[src/ptc_pkg.sv]
// shared types and constants for the pressure and temperature compensation pipeline
// no dependencies
package ptc_pkg;

    typedef struct packed {
        logic [15:0] t1;
        logic [15:0] t2;
        logic [15:0] t3;
        logic [15:0] p1;
        logic [15:0] p2;
        logic [15:0] p3;
        logic [15:0] p4;
        logic [15:0] p5;
        logic [15:0] p6;
        logic [15:0] p7;
        logic [15:0] p8;
        logic [15:0] p9;
    } t_cal;

    // request fields that ride along the pipeline
    typedef struct packed {
        logic        valid;
        logic        inv;
        logic [15:0] tcenti;
        logic [31:0] fine;
    } t_side;

    typedef enum logic [1:0] {
        REG_TEMP     = 2'd0,
        REG_PRES_LO  = 2'd1,
        REG_PRES_MID = 2'd2,
        REG_PRES_HI  = 2'd3
    } t_reg_idx;

    localparam logic [63:0] C_FINE_OFFSET = 64'd128000;
    localparam logic [20:0] C_PRES_FULL   = 21'd1048576;
    localparam logic [63:0] C_PRES_SCALE  = 64'd3125;
    localparam logic [63:0] C_CAL_ONE     = 64'h0000_8000_0000_0000;

    function automatic logic [63:0] sext16(input logic [15:0] w);
        return {{48{w[15]}}, w};
    endfunction

endpackage

[src/ptc_temp.sv]
// temperature front end: input register plus four stages to fine temperature,
// saturated centi-degrees and the pressure offset term; uses ptc_pkg
module ptc_temp
    import ptc_pkg::*;
(
    input  logic        i_clk,
    input  logic        i_rst_n,
    input  logic        i_en,
    input  logic        i_valid,
    input  logic [19:0] i_raw_t,
    input  logic [19:0] i_raw_p,
    input  t_cal        i_cal,
    output t_side       o_side,
    output logic [63:0] o_x1,
    output logic [19:0] o_raw_p
);
    logic [4:0]  r_vld;
    logic [19:0] r_raw_t;
    logic [19:0] r_rp [4:0];

    logic [17:0]        n_a;
    logic [16:0]        n_b;
    logic signed [33:0] n_pa_w;
    logic signed [33:0] n_pbb_w;
    logic [31:0]        r_pa, r_pbb;

    logic [31:0]        n_v1, n_bb;
    logic signed [47:0] n_pv2_w;
    logic [31:0]        r_v1, r_pv2;

    logic [31:0] n_fine, r_fine;

    logic [31:0] n_f5, n_ts;
    logic [15:0] n_tc, r_tc;
    logic [63:0] n_x1, r_x1;
    logic [31:0] r_fine_o;

    always_comb begin
        n_a     = {1'b0, r_raw_t[19:3]} - {1'b0, i_cal.t1, 1'b0};
        n_b     = {1'b0, r_raw_t[19:4]} - {1'b0, i_cal.t1};
        n_pa_w  = $signed(n_a) * $signed(i_cal.t2);
        n_pbb_w = $signed(n_b) * $signed(n_b);

        n_v1    = $signed(r_pa) >>> 11;
        n_bb    = $signed(r_pbb) >>> 12;
        n_pv2_w = $signed(n_bb) * $signed(i_cal.t3);

        n_fine  = r_v1 + 32'($signed(r_pv2) >>> 14);

        // fine * 5 + 128, wrapping in 32 bits
        n_f5 = r_fine + {r_fine[29:0], 2'b0} + 32'd128;
        n_ts = $signed(n_f5) >>> 8;
        if ($signed(n_ts) > 32'sd32767) begin
            n_tc = 16'h7fff;
        end else if ($signed(n_ts) < -32'sd32768) begin
            n_tc = 16'h8000;
        end else begin
            n_tc = n_ts[15:0];
        end
        n_x1 = {{32{r_fine[31]}}, r_fine} - C_FINE_OFFSET;
    end

    always_ff @(posedge i_clk) begin
        if (!i_rst_n) begin
            r_vld <= '0;
        end else if (i_en) begin
            r_vld <= {r_vld[3:0], i_valid};
        end
    end

    always_ff @(posedge i_clk) begin
        if (i_en) begin
            r_raw_t  <= i_raw_t;
            r_rp[0]  <= i_raw_p;
            r_rp[1]  <= r_rp[0];
            r_rp[2]  <= r_rp[1];
            r_rp[3]  <= r_rp[2];
            r_rp[4]  <= r_rp[3];
            r_pa     <= n_pa_w[31:0];
            r_pbb    <= n_pbb_w[31:0];
            r_v1     <= n_v1;
            r_pv2    <= n_pv2_w[31:0];
            r_fine   <= n_fine;
            r_tc     <= n_tc;
            r_x1     <= n_x1;
            r_fine_o <= r_fine;
        end
    end

    assign o_side  = '{valid: r_vld[4], inv: 1'b0, tcenti: r_tc, fine: r_fine_o};
    assign o_x1    = r_x1;
    assign o_raw_p = r_rp[4];
endmodule

[config.mk]
export PLATFORM = sky130hd
export DESIGN_NAME = ptc_temp
export DESIGN_NICKNAME = d
export VERILOG_FILES = /design/src/ptc_pkg.sv /design/src/ptc_temp.sv
export SDC_FILE = /design/constraint.sdc
export NUM_CORES = 2
export LEC_CHECK = 0
export ABC_AREA = 1
export CAP_MARGIN = 20
export CORE_UTILIZATION = 35
export DETAILED_ROUTE_END_ITERATION = 8
export DONT_BUFFER_PORTS = 1
export PLACE_DENSITY = 0.48
export SYNTH_ARGS = -nofsm -noshare
export SYNTH_HDL_FRONTEND = slang
export SYNTH_SLANG_ARGS = --single-unit
[constraint.sdc]
create_clock -name i_clk -period 21.6 [get_ports i_clk]
set_clock_uncertainty 0.2 [all_clocks]
set_input_delay 2.16 -clock i_clk [delete_from_list [all_inputs] [get_ports i_clk]]
set_output_delay 2.16 -clock i_clk [all_outputs]
set_load 0.005 [all_outputs]
Yosys cells after proc, flatten, opt, wreduce, memory -nomap -nowiden. Memory sizes are Yosys's and may differ from the RTL's. Cells that the tools add are included.

RAM bits: 100. Memories kept: 1. Input bits: 236. Register bits: 266. Logic and storage cells: 25.

Magnitude comparators: 2. Mux-type cells: 3. Multiply operators: 3. Add/sub/neg operators: 6.

Memory list: r_rp (depth 5, width 20, read ports 5, clocked after memory_dff 0, write ports 5, RTL line ptc_temp.sv:19) `logic [19:0] r_rp [4:0];`.

Operators by type and width (number): $add 32x8->32 const B (1); $mul 17x17->32 (1); $mul 18x16->32 (1); $mul 20x16->32 (1); $add 22x24->25 (1); $gt 24x16->1 const B (1); $lt 24x16->1 const B (1); $sub 22x18->23 const B (1); $add 21x18->22 (1); $sub 17x17->18 (1); $sub 16x16->17 (1); $mux 16 (1); $mux 1 (2).

Depth between registers and ports, before layout.
Word-level depth: 4. Mapped depth: 41. Depth with buffers taken out: 40.

Least setup slack after synthesis. No wires, ideal clock.

Kind: input to register. Start point: in i_cal[176] (netlist bit). End point: reg r_pbb[29] (data pin). Arrival time: 8.907 ns. Stages on the path: 31. Data required time: 21.141 ns. Library setup time: 0.259 ns. Buffers on the path: 1. Setup slack: 12.234 ns. Cell sequence: ha_1 > fa_1 > inv_1 > nand2_1 > a21oi_1 > nand2_1 > nand3_1 > a21oi_1 > inv_1 > a21oi_1 > clkinv_1 > clkbuf_1 > nor2_1 > fa_1 > inv_1 > fa_1 > inv_1 > fa_1 > fa_1 > fa_1 > fa_1 > ha_1 > nand2_1 > nor2_1 > inv_1 > o311ai_0 > nand2_1 > nand2_1 > nand2_1 > nand2_1 > xor2_1.

Cells in the longest elaborated chain, start to end: 2.

Ends and longest elaborated chain: start: declaration (RTL line ptc_temp.sv:12) `input t_cal i_cal,`; $sub 16x16->17 (RTL line ptc_temp.sv:40) `n_b = {1'b0, r_raw_t[19:4]} - {1'b0, i_cal.t1};`; $mul 17x17->32 (RTL line ptc_temp.sv:42) `n_pbb_w = $signed(n_b) * $signed(n_b);`; named net n_pbb_w[29] (RTL line ptc_temp.sv:24) `logic signed [33:0] n_pbb_w;`; end signal: assignment (RTL line ptc_temp.sv:80) `r_pbb <= n_pbb_w[31:0];`; end: declaration (RTL line ptc_temp.sv:25) `logic [31:0] r_pa, r_pbb;`.

The timed path passes the listed nets, and every way through them passes these cells. A chain may end at the register's enable or synchronous reset.

Worst setup path in the final report. Ends and elaborated chain as after synthesis.

==> out/qor.txt <==
Die area: 124,000 sq um
Final Net Count: 5,981
Yosys top cell by area: fa_1
Final Hold Viols: 0
Simple-gate share of the synthesized area: 0.137
Post-Synth XOR/XNOR Area: 0.0323
Main combinational cell family by area after synthesis: adder cells
Stages on worst setup path: 32
Pin count of the biggest net entering global routing: 277
Drt first pass iters: 6
Worst Hold Class: register to register
RSZ-0062 raised after global routing: false
Post-Syn Area: 43,100 sq um
Vias in the first global route: 31,900
Initial Util: 0.353
Compound-cell area share of the yosys netlist: 0.0362
Critical Path AT: 10.54 ns
Clk_lat worst skew: 0.62 ns
GRT overflow: 0
Final WL: 108 mm
Number of synthesized flops with an enable pin: 270
GP Congestion: 0.836
Worst setup SP type: input port
Cts bufs inserted: 38
Initial DRC Count: 1,364
Adder-cell share of the synthesized area: 0.466
Clock tree sinks: 275
CP endpoint: r_pbb[29]
Synth Net Count: 6,116
Most used DFF post-synth: edfxtp_1
CP Capture Type: register
Layout cell share with drive strength beyond 1: 0.0399
Max Slew Vio Count: 0
Post-synthesis cell type count: 59
Syn Inst Count: 4,765
Flop2flop setup slack: 12.47 ns
Post-CTS sizing: 0
DR vias/cell: 4.62
CP max FO: 36
Worst path top cell family by delay: adder cells
Most frequent cells after synthesis: inv_1, nand2_1, fa_1
Final TNS setup: 0 ns
Hold-fix buffers, CTS: 0
DRC: 0
Seq cells post-synth: 275
Crit Reg-Reg Startpoint: r_raw_t[4]
Worst path max stage delay: 0.85 ns
First-pass GRT wire length: 176 mm
Post-synthesis mux area share: 0
Placed wire-length estimate: 84.5 mm
Count leader, synth: inv_1
CTS HTree Levels: 2
Clock tree buffer depth: 3
Routed length per instance: 17.1 um
Synth top area share: 0.379
Crit Path Class: input port to register
Synth warnings: 0
Min Tclk post-route: 10.33 ns
Peak Freq: 96.8 MHz
# setup viols final: 0
Reg2Reg Depth: 33
Core area: 122,000 sq um
Tcrit/Tclk final: 0.478
Total Routing Usage GR: 0.181
WP data required: 21.82 ns
Asr flop ratio synth: 0
Max-cap violations: 0
Die X-Extent: 353 um
Clock Tree Root: clkbuf_16
Slowest CP cell: fa_1
CTS tree: done
Seq/Total Area, Yosys: 0.191
Chip height: 353 um
Post-CTS setup buffers: 0
Via Count: 29,000
Relative slew slack: 0.368
Worst r2r dst: r_pbb[29]
# rows: 128
Avg Cell Area, Syn: 9.04 sq um
Status: finished, final reports clean
Layout area overhead: 5.61%
Initial antenna violation count: 3
Top Ports: 370
Clk pin slew, worst setup/hold paths: 0.06 ns
Launch point of the worst path: i_cal[176]
Synth area leaders: fa_1, edfxtp_1, inv_1
Worst Tran Pin Value: 0.949 ns
Port bufs: 0
Crit path buffers/inverters: 8
Final ANT Viol Nets: 0
cell type report:
type	count	area (sq um)
Sequential cell	275	8210
Antenna cell	1	2.50
Fill cell	12500	76400
Multi-Input combinational cell	2998	28900
Clock buffer	43	970
Tap cell	1625	2030
Inverter	1288	4840
Timing Repair Buffer	29	230
Clock inverter	26	283
worst reg2reg max path, delay by kind of cell, from the launching register on:
family / cells / cell delay [ns]
adders and majority gates: 9 / 4.54
and+or+nand+nor: 10 / 1.12
DFF: 1 / 0.32
buffers and inverters: 9 / 1.36
xor gates and xnor gates: 1 / 0.27
AOI/OAI and AO/OA: 4 / 1.12
layout by cell type (no fill, tap or decap), types with 8 or more instances in the layout:
cell / synthesis / final
a21oi_1: 141 / 141
nor2_2: 14 / 14
nand4_1: 29 / 29
inv_2: 9 / 9
xnor2_1: 62 / 62
xor2_1: 95 / 95
nand2_1: 924 / 924
clkinv_1: 9 / 11
nand2_2: 28 / 28
a31oi_1: 12 / 12
inv_1: 1269 / 1269
clkinv_2: 0 / 9
nand3_1: 61 / 61
fa_1: 816 / 816
o21bai_1: 8 / 8
o21a_1: 8 / 8
buf_4: 83 / 28
ha_1: 299 / 299
or2_2: 26 / 26
clkbuf_16: 0 / 38
edfxtp_1: 270 / 270
o21ai_0: 69 / 69
nor2_1: 327 / 327
a21o_1: 9 / 9
nor3_1: 16 / 16
stage by stage:
step	hold slack (ns)	instances	utilization	area (sq um)	setup WS, ns
3_5_place_dp	0.205	6215	0.363	44200	10.63
2_1_floorplan	0.200	4765	-	43100	12.23
5_1_grt	0.201	6285	0.373	45500	10.58
4_1_cts	0.171	6284	0.373	45500	11.29
3_3_place_gp	0.200	6215	0.363	44200	10.59
6_report	0.183	6285	0.373	45500	11.27
metal layers:
metal / share of wire / up-vias / track usage / wire length, um
li1: - / 13700 / - / -
met1: 0.45 / 14700 / 0.239 / 48200
met2: 0.49 / 504 / 0.314 / 52800
met3: 0.042 / 116 / 0.0241 / 4480
met4: 0.021 / 2 / 0.0444 / 2310
met5: 0.00012 / - / 0 / 13
kinds of logic after synthesis:
| group | count (synthesis) |
|---|---|
| buf+inv | 1492 |
| simple gates | 1449 |
| fa+ha+maj | 1115 |
| compound gates | 275 |
| flops | 275 |
| xor+xnor | 158 |
| other cells | 1 |
worst min path at each step:
stage,depth (start not counted),startpoint,to
6_report,0,r_rp[0][42],r_rp[0][62]
3_5_place_dp,0,r_rp[0][13],r_rp[0][33]
2_1_floorplan,0,r_rp[0][0],r_rp[0][20]
3_3_place_gp,0,r_rp[0][46],r_rp[0][66]
5_1_grt,0,r_rp[0][24],r_rp[0][44]
4_1_cts,0,r_rp[0][24],r_rp[0][44]
registers in the layout (all words and copies together), names as in the netlist, 16 cells and up:
signal and count:
o_x1 23, r_fine 22, r_tc 16, r_rp 100
r_pv2 18, r_v1 21, r_raw_t 17, r_pbb 20
r_pa 21
Power is not shown: default switching activity piles up to over one toggle a cycle in this logic, so the estimate is an artifact.
